### config.mk
export PLATFORM = sky130hd
export DESIGN_NAME = sfd_chan_calc
export DESIGN_NICKNAME = d
export VERILOG_FILES = /design/src/design/sfd_pkg.sv /design/src/design/sfd_chan_calc.sv
export SDC_FILE = /design/constraint.sdc
export NUM_CORES = 1
export LEC_CHECK = 0
export BUFFER_PORTS_ARGS = -buffer_cell sky130_fd_sc_hd__buf_2
export CAP_MARGIN = 20
export CORE_MARGIN = 5
export CORE_UTILIZATION = 30
export DETAILED_ROUTE_END_ITERATION = 10
export PLACE_DENSITY_LB_ADDON = 0.15
export SKIP_LAST_GASP = 1
export SLEW_MARGIN = 25
export SYNTH_ARGS = -nofsm -noshare
export SYNTH_HDL_FRONTEND = slang
export SYNTH_SLANG_ARGS = --single-unit
### constraint.sdc
create_clock -name vclk -period 14.3
set_input_delay 2.145 -clock vclk [all_inputs]
set_output_delay 2.145 -clock vclk [all_outputs]
set_load 0.02 [all_outputs]
### src/design/sfd_pkg.sv
// ----------------------------------------------------------------------------
// sfd_pkg
// Shared constants of the serpentine error-diffusion ditherer:
// default sizes, configuration reset value and the palette reconstruction
// tables.
// ----------------------------------------------------------------------------
package sfd_pkg;

	localparam int MAX_WIDTH_DEF  = 1024;
	localparam int ERROR_BITS_DEF = 16;

	localparam int PIX_W = 8;
	localparam int CFG_W = 11;
	localparam int COL_W = 10;
	localparam int LVL_W = 3;

	localparam logic [CFG_W-1:0] LINE_WIDTH_RST = 11'd1024;

	// Highest level of the red and green channels and of the blue channel.
	localparam logic [LVL_W-1:0] RG_TOP_LVL = 3'd7;
	localparam logic [LVL_W-1:0] B_TOP_LVL  = 3'd3;

	// Reconstructed component for each level: level*255/7 and level*255/3.
	localparam logic [PIX_W-1:0] RECON_RG [8] = '{
		8'd0, 8'd36, 8'd72, 8'd109, 8'd145, 8'd182, 8'd218, 8'd255
	};
	localparam logic [PIX_W-1:0] RECON_B [4] = '{8'd0, 8'd85, 8'd170, 8'd255};

endpackage

### src/design/sfd_chan_calc.sv
// ----------------------------------------------------------------------------
// sfd_chan_calc
// One color channel of the ditherer: adds the owed error, quantizes,
// and computes the diffused error terms for the row store and the carry.
// ----------------------------------------------------------------------------
module sfd_chan_calc #(
	parameter int ERROR_BITS = 16
) (
	input  logic [sfd_pkg::PIX_W-1:0]   pixel,
	input  logic                        blue_mode,
	input  logic signed [ERROR_BITS-1:0] stored,
	input  logic signed [ERROR_BITS-1:0] ahead,
	input  logic signed [ERROR_BITS-1:0] bp0,
	input  logic signed [ERROR_BITS-1:0] bp1,
	output logic [sfd_pkg::LVL_W-1:0]   level,
	output logic signed [ERROR_BITS-1:0] below_prev,
	output logic signed [ERROR_BITS-1:0] below_new,
	output logic signed [ERROR_BITS-1:0] c_sat,
	output logic signed [ERROR_BITS-1:0] ahead_new
);
	import sfd_pkg::*;

	localparam int SW = ERROR_BITS + 8;
	localparam logic signed [SW-1:0] E_MAX    = SW'((2 ** (ERROR_BITS - 1)) - 1);
	localparam logic signed [SW-1:0] E_MIN    = SW'(-(2 ** (ERROR_BITS - 1)));
	localparam logic signed [SW-1:0] RND_BIAS = SW'(8);

	function automatic logic signed [ERROR_BITS-1:0] sat_e(input logic signed [SW-1:0] v);
		logic signed [SW-1:0] r;
		if (v > E_MAX) begin
			r = E_MAX;
		end else if (v < E_MIN) begin
			r = E_MIN;
		end else begin
			r = v;
		end
		return ERROR_BITS'(r);
	endfunction

	logic signed [SW-1:0]     e_sum, e_x, rnd, px_x, t, q, act_x, c;
	logic signed [ERROR_BITS-1:0] e;
	logic [LVL_W-1:0]         top;
	logic [PIX_W-1:0]         act;

	always_comb begin
		e_sum = SW'(stored) + SW'(ahead);
		e     = sat_e(e_sum);
		e_x   = SW'(e);
		// Arithmetic shift gives the floor of (e + 8) / 16.
		rnd   = (e_x + RND_BIAS) >>> 4;
		px_x  = SW'(pixel);
		t     = px_x + rnd;

		q   = blue_mode ? (t >>> 6) : (t >>> 5);
		top = blue_mode ? B_TOP_LVL : RG_TOP_LVL;
		if (t < 0) begin
			level = '0;
		end else if (q >= $signed(SW'(top))) begin
			level = top;
		end else begin
			level = LVL_W'(q);
		end
		act   = blue_mode ? RECON_B[level[1:0]] : RECON_RG[level];
		act_x = SW'(act);
		c     = t - act_x;

		below_prev = sat_e(SW'(bp0) + (c <<< 1) + c);
		below_new  = sat_e(SW'(bp1) + (c <<< 2) + c);
		c_sat      = sat_e(c);
		ahead_new  = sat_e((c <<< 3) - c);
	end

endmodule

**After elaboration in Yosys (flattened, before gate mapping)**

Memory sizes are Yosys's and may differ from the RTL's.
Cells that the tools add are included.

- Add/subtract/negate cells: 9
- Magnitude comparators: 14
- Muxes and demuxes: 20
- Bitwise gates (word level): 2

Operators by type and width:

| operator | number |
|---|---|
| $mux W16 | 10 |
| $mux W8 | 6 |
| $gt A19 B16 Y1 const B | 2 |
| $lt A19 B16 Y1 const B | 2 |
| $add A16 B16 Y17 | 2 |
| $add A18 B15 Y19 | 1 |
| $sub A18 B15 Y19 | 1 |
| $add A16 B17 Y18 | 1 |
| $add A17 B15 Y18 | 1 |
| $gt A18 B16 Y1 const B | 1 |
| $lt A18 B16 Y1 const B | 1 |
| $add A16 B5 Y17 const B | 1 |
| $gt A17 B16 Y1 const B | 1 |
| $lt A17 B16 Y1 const B | 1 |
| $bmux W8 S2 | 1 |
| $gt A15 B16 Y1 const B | 1 |
| $lt A15 B16 Y1 const B | 1 |
| $sub A14 B9 Y15 | 1 |
| $add A9 B13 Y14 | 1 |
| $lt A14 B1 Y1 const B | 1 |
| $ge A9 B4 Y1 | 1 |
| $mux W3 | 3 |
| $ge A4 B4 Y1 const B | 1 |
| $not A3 Y4 | 1 |
| 2 further kinds | 2 |

- Flip-flop bits (word level): 0
- Bits in read-only memories: 64
- Bits of input ports: 73
- Output and inout port bits: 67
- Logic and storage cells: 46
- Memories kept: 1

Memory list:

| name | words | width | rd ports | clocked after Yosys merged registers in | write ports | line | source |
|---|---|---|---|---|---|---|---|
| (no name shown) | 8 | 8 | 1 | 0 | 0 | sfd_chan_calc.sv:63 | `act = blue_mode ? RECON_B[level[1:0]] : RECON_RG[level];` |

**Logic depth before layout (Yosys ltp)**

Gate-level depths: netlist of the first run.

- Depth after elaboration: 21
- Gate-level depth with buffers: 60
- Mapped depth without buffers: 57

**Worst setup path before layout of the first run**

OpenSTA, ideal clock, no wires.

- Path type: in2out
- From: input stored[9]
- To: output below_new[11]
- Arrival: 13.052 ns
- Slack: -0.897 ns
- Cell stages on the path: 55
- Path buffers: 5
- Cell sequence: ha_1 > buf_6 > and3_1 > buf_4 > and3_1 > a21boi_4 > o21ai_2 > a32oi_2 > buf_2 > maj3_1 > ha_1 > clkbuf_1 > xor2_1 > ha_1 > a21o_1 > a21oi_1 > o21ai_0 > a21o_1 > (+19 left out) > nand2_1 > a21o_1 > xor2_1 > fa_1 > ha_1 > o21ai_0 > a21boi_0 > o21ai_0 > a21oi_1 > o21ai_0 > a21boi_0 > o21ai_0 > a21oi_1 > o21a_1 > or3_1 > a211oi_1 > clkbuf_1 > o32ai_1

- Cells in the longest elaborated chain, start to end: 21
- Elaborated cells between the ends (all ways): 28

Ends and longest elaborated chain:

| element | line | source |
|---|---|---|
| start: declaration | sfd_chan_calc.sv:11 | `input logic signed [ERROR_BITS-1:0] stored,` |
| $add A16 B16 Y17 * | sfd_chan_calc.sv:46 | `e_sum = SW'(stored) + SW'(ahead);` |
| $lt A17 B16 Y1 | sfd_chan_calc.sv:32 | `end else if (v < E_MIN) begin` |
| $mux W16 | sfd_chan_calc.sv:32 |  |
| $mux W16 * | sfd_chan_calc.sv:30 | `if (v > E_MAX) begin` |
| $add A16 B5 Y17 * | sfd_chan_calc.sv:50 | `rnd = (e_x + RND_BIAS) >>> 4;` |
| $add A9 B13 Y14 * | sfd_chan_calc.sv:52 | `t = px_x + rnd;` |
| $mux W8 | sfd_chan_calc.sv:54 | `q = blue_mode ? (t >>> 6) : (t >>> 5);` |
| $ge A9 B4 Y1 | sfd_chan_calc.sv:58 | `end else if (q >= $signed(SW'(top))) begin` |
| (+2 left out) | n/a |  |
| net level (one bit) | sfd_chan_calc.sv:15 | `output logic [sfd_pkg::LVL_W-1:0] level,` |
| (+2 left out) | n/a |  |
| $mux W8 (implied by the code) (2 in a row) | sfd_chan_calc.sv:63 |  |
| $mux W8 * | sfd_chan_calc.sv:63 |  |
| $sub A14 B9 Y15 * | sfd_chan_calc.sv:65 | `c = t - act_x;` |
| $add A16 B17 Y18 | sfd_chan_calc.sv:68 | `below_new = sat_e(SW'(bp1) + (c <<< 2) + c);` |
| $add A18 B15 Y19 * | sfd_chan_calc.sv:68 |  |
| $lt A19 B16 Y1 | sfd_chan_calc.sv:32 |  |
| $mux W16 | sfd_chan_calc.sv:32 |  |
| $mux W16 * | sfd_chan_calc.sv:30 |  |
| end: declaration | sfd_chan_calc.sv:17 | `output logic signed [ERROR_BITS-1:0] below_new,` |

The timed path passes the listed nets; every way through them passes the cells marked *. The select of a mux whose other input is x is not followed.

**Worst setup path after layout of the first run**

- From: input stored[0]
- To: output below_new[5]

- Cells in the longest elaborated chain, start to end: 21
- Elaborated cells between the ends (all ways): 28

Ends and longest elaborated chain:

| element | line |
|---|---|
| $add A16 B16 Y17 * | sfd_chan_calc.sv:46 |
| $lt A17 B16 Y1 | sfd_chan_calc.sv:32 |
| $mux W16 | sfd_chan_calc.sv:32 |
| $mux W16 * | sfd_chan_calc.sv:30 |
| $add A16 B5 Y17 * | sfd_chan_calc.sv:50 |
| $add A9 B13 Y14 * | sfd_chan_calc.sv:52 |
| $mux W8 | sfd_chan_calc.sv:54 |
| $ge A9 B4 Y1 | sfd_chan_calc.sv:58 |
| (+4 left out) | n/a |
| $mux W8 (implied by the code) (2 in a row) | sfd_chan_calc.sv:63 |
| $mux W8 | sfd_chan_calc.sv:63 |
| $sub A14 B9 Y15 * | sfd_chan_calc.sv:65 |
| $add A16 B17 Y18 | sfd_chan_calc.sv:68 |
| $add A18 B15 Y19 * | sfd_chan_calc.sv:68 |
| $lt A19 B16 Y1 | sfd_chan_calc.sv:32 |
| $mux W16 | sfd_chan_calc.sv:32 |
| $mux W16 * | sfd_chan_calc.sv:30 |

Mark *: on every way between the ends. The rest lies on a longest branch, timed or not. The select of a mux whose other input is x is not followed.

==> results of run 1 <==
final timing paths:
check | to | cells past startpoint | from
worst max-delay path | below_new[5] | 60 | stored[0]
worst min-delay path | level[2] | 3 | blue_mode
metal layers:
| metal | GRT usage, % | vias to the layer above |
|---|---|---|
| li1 | - | 3387 |
| met1 | 19.9 | 2984 |
| met2 | 31.4 | 165 |
| met3 | 0.697 | 22 |
| met4 | 3.48 | 0 |
| met5 | 0 | - |
final cells by class:
class	instances	area (um2)
fillers	1998	10300
repair buffers	310	2110
inverters	97	369
well taps	265	332
multi-input cells	664	6290
cell families (layout without fill, tap and decap cells):
| kind of cell | after synthesis | count (layout) | share of synthesized area [%] |
|---|---|---|---|
| compound gates | 266 | 267 | 31.2 |
| xor+xnor | 71 | 71 | 11.7 |
| fa+ha+maj | 129 | 129 | 31.2 |
| buf+inv | 119 | 407 | 8.43 |
| mux | 6 | 6 | 1.11 |
| simple gates | 191 | 191 | 16.4 |
critical path: cells and delay by family:
family	cells	cell delay, ps
multiplexers	1	70
adder cells (fa/ha/maj)	11	2920
XOR/XNOR	3	440
AND/OR/NAND/NOR	12	1370
buffers and inverters	11	1180
AO/OA/AOI/OAI	22	3520
layout by cell type, fill, tap and decap left out, types with 8 or more instances in the layout:
master	count
o21bai_1	15
nor2_1	45
inv_1	90
nor2b_1	8
and3_1	9
o22ai_2	9
xnor2_1	43
fa_1	28
o21a_1	8
a31oi_1	18
ha_4	9
xor2_1	11
buf_2	134
buf_6	8
a21o_1	18
a21oi_2	19
o21ai_1	23
a21oi_1	35
o21ai_0	22
ha_1	79
o211ai_1	14
buf_4	162
nand2_1	48
o21ai_2	15
nand3_1	9
what timing repair did:
action,4_1_cts,5_1_grt
gates cloned,1,2
resized for setup,13,109
buffers inserted,7,23
hold buffers,0,0
endpoints found under the hold margin,0,0
pin swaps,9,74
setup endpoints to repair,30,47
stage by stage:
stage | setup TNS [ps] | worst slack, ps
floorplan | 0 | 6.82
global placement | -2360 | -168
detailed placement | -3550 | -259
CTS | 0 | 21.5
global route | -4670 | -140
finish | 0 | 458
==> results.yml, run 1 <==
run_status:
  status: "complete, no violations"
synthesis:
  avgSynthCellArea_um2: 7.52
  synth_fp_nets: 979
  synth.top_cells.by_count: "97 x inv_1, 93 x ha_1, 56 x o21ai_0"
  synth.area.top_cells: "ha_1 20%, fa_1 11%, xnor2_1 7.3%, inv_1 6.2%, o21ai_0 4.8%"
  ys_seq_area_share_pct: 0
  yosysTopAreaCell: "ha_1"
  yosys_warnings: 0
  syn_area_um2: 5880
  netlist.area_leader.share_pct: 19.8
  synthCells: 782
  yosysMostFrequentCell: "inv_1"
  yosysUniqueCellTypes: 83
timing:
  slew_headroom_pct: 65.1
  fin_crit_sh_pct: 96.8
  worst-slew-pin-transition_ps: 524
  setup_violations: 0
  fin_crit_ps: 13840
  rsz0062_at_grt: "true"
  whs_ps: 4700
  hold_viol: 0
  maxSlewViolCount: 0
  max_freq_mhz: 72.2
job:
  cap_violations: 0
placed_design:
  dp.cells: 1303
  place_area_um2: 8270
  dpl.hpwl_um: 16800
  routabilityCongestion: 0.839
  io_buffers: 140
final_layout:
  final_cells: 1336
  fin_nets: 1270
  drive_gt1_share_pct: 44.4
  fin_util_pct: 46.9
  regArea_um2: 0
  diodes: 0
  area_growth_pct: 54.9
  design_area_um2: 9100
  clkbuf_count: 0
  nFlopsAndLatches: 0
floorplan:
  placement_rows: 51
  pin_count: 140
  floorplan.initialDensity_pct: 30.3
  die_h_um: 150
  die_w_um: 150
  core_area_um2: 19400
  die-area_um2: 22500
global_routing:
  grt_pass1_wl_um: 30600
  grt_util_all_layers_pct: 16.3
  grt_pass1_vias: 6428
  grt_overflow_total: 0
  grt_max_degree: 16
  antenna_found_initial: 0
route:
  met2_length_um: 10100
  drtPass1Iterations: 4
  highest_layer: "met4"
  wl_um: 19700
  wl_per_cell_um: 14.8
  drt_iter0_markers: 185
  ant_nets: 0
  via_per_inst: 4.91
  drc_errors: 0
  routed-wl-met3_um: 846
  met1_length_um: 8300
  num_vias: 6558
worst_setup_path:
  slowest_delay_ps: 440
  crit_type: "input port to output port"
  crit_top_cell: "ha_4"
  crit_required_ps: 12150
  startpoint_type: "input port"
  critPathArrivalTime_ps: 11700
  crit_slowest_cell: "fa_1"
  crit_path_max_fanout: 8
  crit_path_end_kind: "output port"
hold_path:
  hp-class: "input port to output port"
Power of run 1 is not shown: default switching activity piles up to over one toggle a cycle in this logic, so the estimate is an artifact.
==> run 2, diff against run 1 <==
--- a/config.mk
+++ b/config.mk
@@ -5,6 +5,7 @@
 export SDC_FILE = /design/constraint.sdc
 export NUM_CORES = 1
 export LEC_CHECK = 0
+export ABC_AREA = 1
 export BUFFER_PORTS_ARGS = -buffer_cell sky130_fd_sc_hd__buf_2
 export CAP_MARGIN = 20
 export CORE_MARGIN = 5
==> results.yml, run 2 <==
run_status:
  status: "complete, no violations"
worst_setup_path:
  crit_type: "input port to output port"
  crit_required_ps: 12150
  path_depth: 65
  crit_start: "stored[0]"
  startpoint_type: "input port"
  critical_path_buf_inv_count: 13
  crit_path_max_fanout: 15
  critPathArrivalTime_ps: 11330
  slowest_delay_ps: 490
  crit_slowest_cell: "fa_1"
  crit_path_end_kind: "output port"
  cp-endpoint: "below_prev[10]"
  cp_top_family: "adder cells"
  crit_top_cell: "nand2_1"
global_routing:
  grt_overflow_total: 0
  grt_max_degree: 16
  grt_pass1_vias: 5908
  grt_util_all_layers_pct: 14.5
  grt_pass1_wl_um: 27300
  antenna_found_initial: 0
floorplan:
  die-area_um2: 22300
  floorplan.initialDensity_pct: 30.2
  pin_count: 140
  core_area_um2: 19300
  die_h_um: 149
  die_w_um: 149
  placement_rows: 51
synthesis:
  yosysTopAreaCell: "ha_1"
  yosysMostFrequentCell: "nand2_1"
  syn_area_um2: 5820
  synthCells: 910
  synth.top_cells.by_count: "194 x nand2_1, 174 x inv_1, 93 x ha_1"
  yosys_warnings: 0
  synth.area.top_cells: "ha_1 20%, nand2_1 13%, inv_1 11%, fa_1 11%, xor2_1 8.0%"
  ys_seq_area_share_pct: 0
  avgSynthCellArea_um2: 6.40
  synth_fp_nets: 1107
  yosysUniqueCellTypes: 44
  netlist.area_leader.share_pct: 20.0
final_layout:
  fin_util_pct: 39.7
  final_common_cell: "nand2_1"
  clkbuf_count: 0
  multi_input_area_um2: 5410
  final_cell_mix: "190 x nand2_1, 170 x inv_1, 124 x buf_2"
  regArea_um2: 0
  drive_gt1_share_pct: 30.9
  area_growth_pct: 31.4
  fin_nets: 1307
  fillerInstances: 2149
  nFlopsAndLatches: 0
  diodes: 0
route:
  wl_per_cell_um: 12.5
  num_vias: 6116
  drc_errors: 0
  via_per_inst: 4.45
  wl_um: 17100
  drtPass1Iterations: 4
  ant_nets: 0
  drt_iter0_markers: 183
placed_design:
  routabilityCongestion: 0.830
  dpl.hpwl_um: 15000
  io_buffers: 140
timing:
  maxSlewViolCount: 0
  worst-slew-pin-transition_ps: 560
  max_freq_mhz: 74.2
  setup_violations: 0
  slew_headroom_pct: 62.5
  hold_viol: 0
  fin_crit_sh_pct: 94.2
  fin_crit_ps: 13470
clocking:
  cts_hold_buf: 0
job:
  cap_violations: 0
hold_path:
  hp-class: "input port to output port"
run 2: timing repair:
item                                   in CTS  in global routing
endpoints found under the hold margin       0                  0
setup endpoints to repair                  30                 39
gates resized for setup                     5                109
gates cloned                                0                  3
setup buffers                               1                 13
pin swaps                                   1                 33
run 2: per-layer routing:
layer  track usage [%]  up-vias  part of all wire (%)
li1                  -     3312                     -
met2              26.9      112                    49
met3             0.942        0                   4.0
met1              19.5     2692                    47
met4            0.0458        0                     0
met5                 0        -                     0
run 2: worst min-delay path by stage:
stage / start / endpoint / slack, ps / cells after the start
floorplan: blue_mode / level[2] / 4580 / 3
global placement: bp0[0] / below_prev[0] / 4800 / 5
detailed placement: bp0[0] / below_prev[0] / 4810 / 5
CTS: bp0[0] / below_prev[0] / 4800 / 5
global route: bp1[0] / below_new[0] / 4860 / 5
finish: bp0[0] / below_prev[0] / 4790 / 5
run 2: worst min-delay path, stage by stage:
cell and delay (ps):
buf_2 80, ha_1 120, inv_1 30, a21oi_1 130
buf_4 150
run 2: logic make-up (layout without fill, tap and decap cells):
group	Yosys count	after routing	share of synthesized area (%)
fa+ha+maj	124	124	30.6
xor+xnor	70	70	10.5
simple gates	366	366	30.3
compound gates	162	164	15.8
buf+inv	188	384	12.7
run 2: final cells by class:
class,count,share of cell area [%]
Multi-Input combinational cell,724,70.7
Inverter,180,8.83
Timing Repair Buffer,204,16.2
Tap cell,265,4.33
run 2: through the flow:
step / hold slack (ps) / TNS [ps] / setup WS [ps] / area (um2) / cells
after floorplan: 4580 / 0 / 52.8 / 5820 / 910
after global placement: 4800 / -2210 / -139 / 7160 / 1356
after detailed placement: 4810 / -7220 / -372 / 7160 / 1356
after CTS: 4800 / 0 / 52.4 / 7180 / 1357
after global routing: 4860 / -44.5 / -12.2 / 7650 / 1373
final: 4790 / 0 / 829 / 7650 / 1373
Power of run 2 is left out for the same reason.
==> run 3, diff against run 2 <==
==> constraint.sdc (replaced) <==
create_clock -name vclk -period 16.95
set_input_delay 2.5425 -clock vclk [all_inputs]
set_output_delay 2.5425 -clock vclk [all_outputs]
set_load 0.02 [all_outputs]
==> results.yml, run 3 (synthesized netlist as in run 2, its figures left out) <==
final_layout:
  fillerInstances: 2185
  final_cell_mix: "193 x nand2_1, 173 x inv_1, 140 x buf_2"
  fin_nets: 1250
  final_common_cell: "nand2_1"
  nFlopsAndLatches: 0
  design_area_um2: 6880
  area_growth_pct: 18.2
  diodes: 0
  regArea_um2: 0
  clkbuf_count: 0
  drive_gt1_share_pct: 22.2
worst_setup_path:
  startpoint_type: "input port"
  crit_slowest_cell: "fa_1"
  slowest_delay_ps: 480
  crit_required_ps: 14410
  crit_type: "input port to output port"
  critPathArrivalTime_ps: 13100
  crit_path_end_kind: "output port"
  crit_path_max_fanout: 15
floorplan:
  core_area_um2: 19300
  die_w_um: 149
  placement_rows: 51
  floorplan.initialDensity_pct: 30.2
  die_h_um: 149
  die-area_um2: 22300
  pin_count: 140
placed_design:
  routabilityCongestion: 0.836
  place_ws_ps: 302
  dpl.hpwl_um: 14800
  place_area_um2: 6840
  io_buffers: 140
timing:
  rsz0062_at_grt: "false"
  whs_ps: 5600
  max_freq_mhz: 63.9
  fin_ws_ps: 1300
  maxSlewViolCount: 0
  setup_violations: 0
  worst-slew-pin-transition_ps: 721
  slew_headroom_pct: 51.8
  fin_tns_setup_ps: 0
  fin_crit_ps: 15650
  hold_viol: 0
  fin_crit_sh_pct: 92.3
route:
  wl_per_cell_um: 12.4
  wl_um: 16300
  drt_iter0_markers: 154
  drc_errors: 0
  drtPass1Iterations: 4
  ant_nets: 0
  via_per_inst: 4.51
  num_vias: 5935
global_routing:
  grt_pass1_vias: 5726
  grt_max_degree: 16
  grt_pass1_wl_um: 26800
  grt_util_all_layers_pct: 14.2
  antenna_found_initial: 1
  grt_overflow_total: 0
run_status:
  status: "complete, no violations"
hold_path:
  hp-class: "input port to output port"
job:
  cap_violations: 0
-- run 3: metrics by stage --
step / cells / util (%)
floorplan: 910 / -
global placement: 1314 / 35.5
detailed placement: 1314 / 35.5
CTS: 1314 / 35.5
global route: 1316 / 35.7
finish: 1316 / 35.7
-- run 3: area by class of cell --
class | instances | area, um2 | area share [%]
inverter | 180 | 676 | 9.82
multi-input combinational | 722 | 5100 | 74.2
tap | 265 | 332 | 4.82
timing repair buffer | 149 | 768 | 11.2
-- run 3: worst paths after layout --
check	startpoint	to	slack, ps	cells after the start
max	stored[0]	below_new[7]	1300	68
min	bp0[0]	below_prev[0]	5600	5
-- run 3: per-layer routing --
layer	part of all wire, %	track usage, %	wire length (um)
met3	3.3	0.456	530
met2	47	25.9	7660
met5	0.043	0	7
met4	0.29	0.366	47
met1	49	19.6	8040
-- run 3: what timing repair did --
| action | in CTS | in global routing |
|---|---|---|
| hold buffers | 0 | 0 |
| setup endpoints to repair | 0 | 31 |
| resized for setup | 0 | 9 |
| setup buffers | 0 | 2 |
| endpoints found under the hold margin | 0 | 0 |
-- run 3: critical path, delay by kind of cell --
kind	cells	cell delay (ps)
compound gates	24	3780
simple gates	19	2080
buf+inv	13	1360
xor+xnor	4	970
fa+ha+maj	8	2360
Power of run 3 is left out for the same reason.
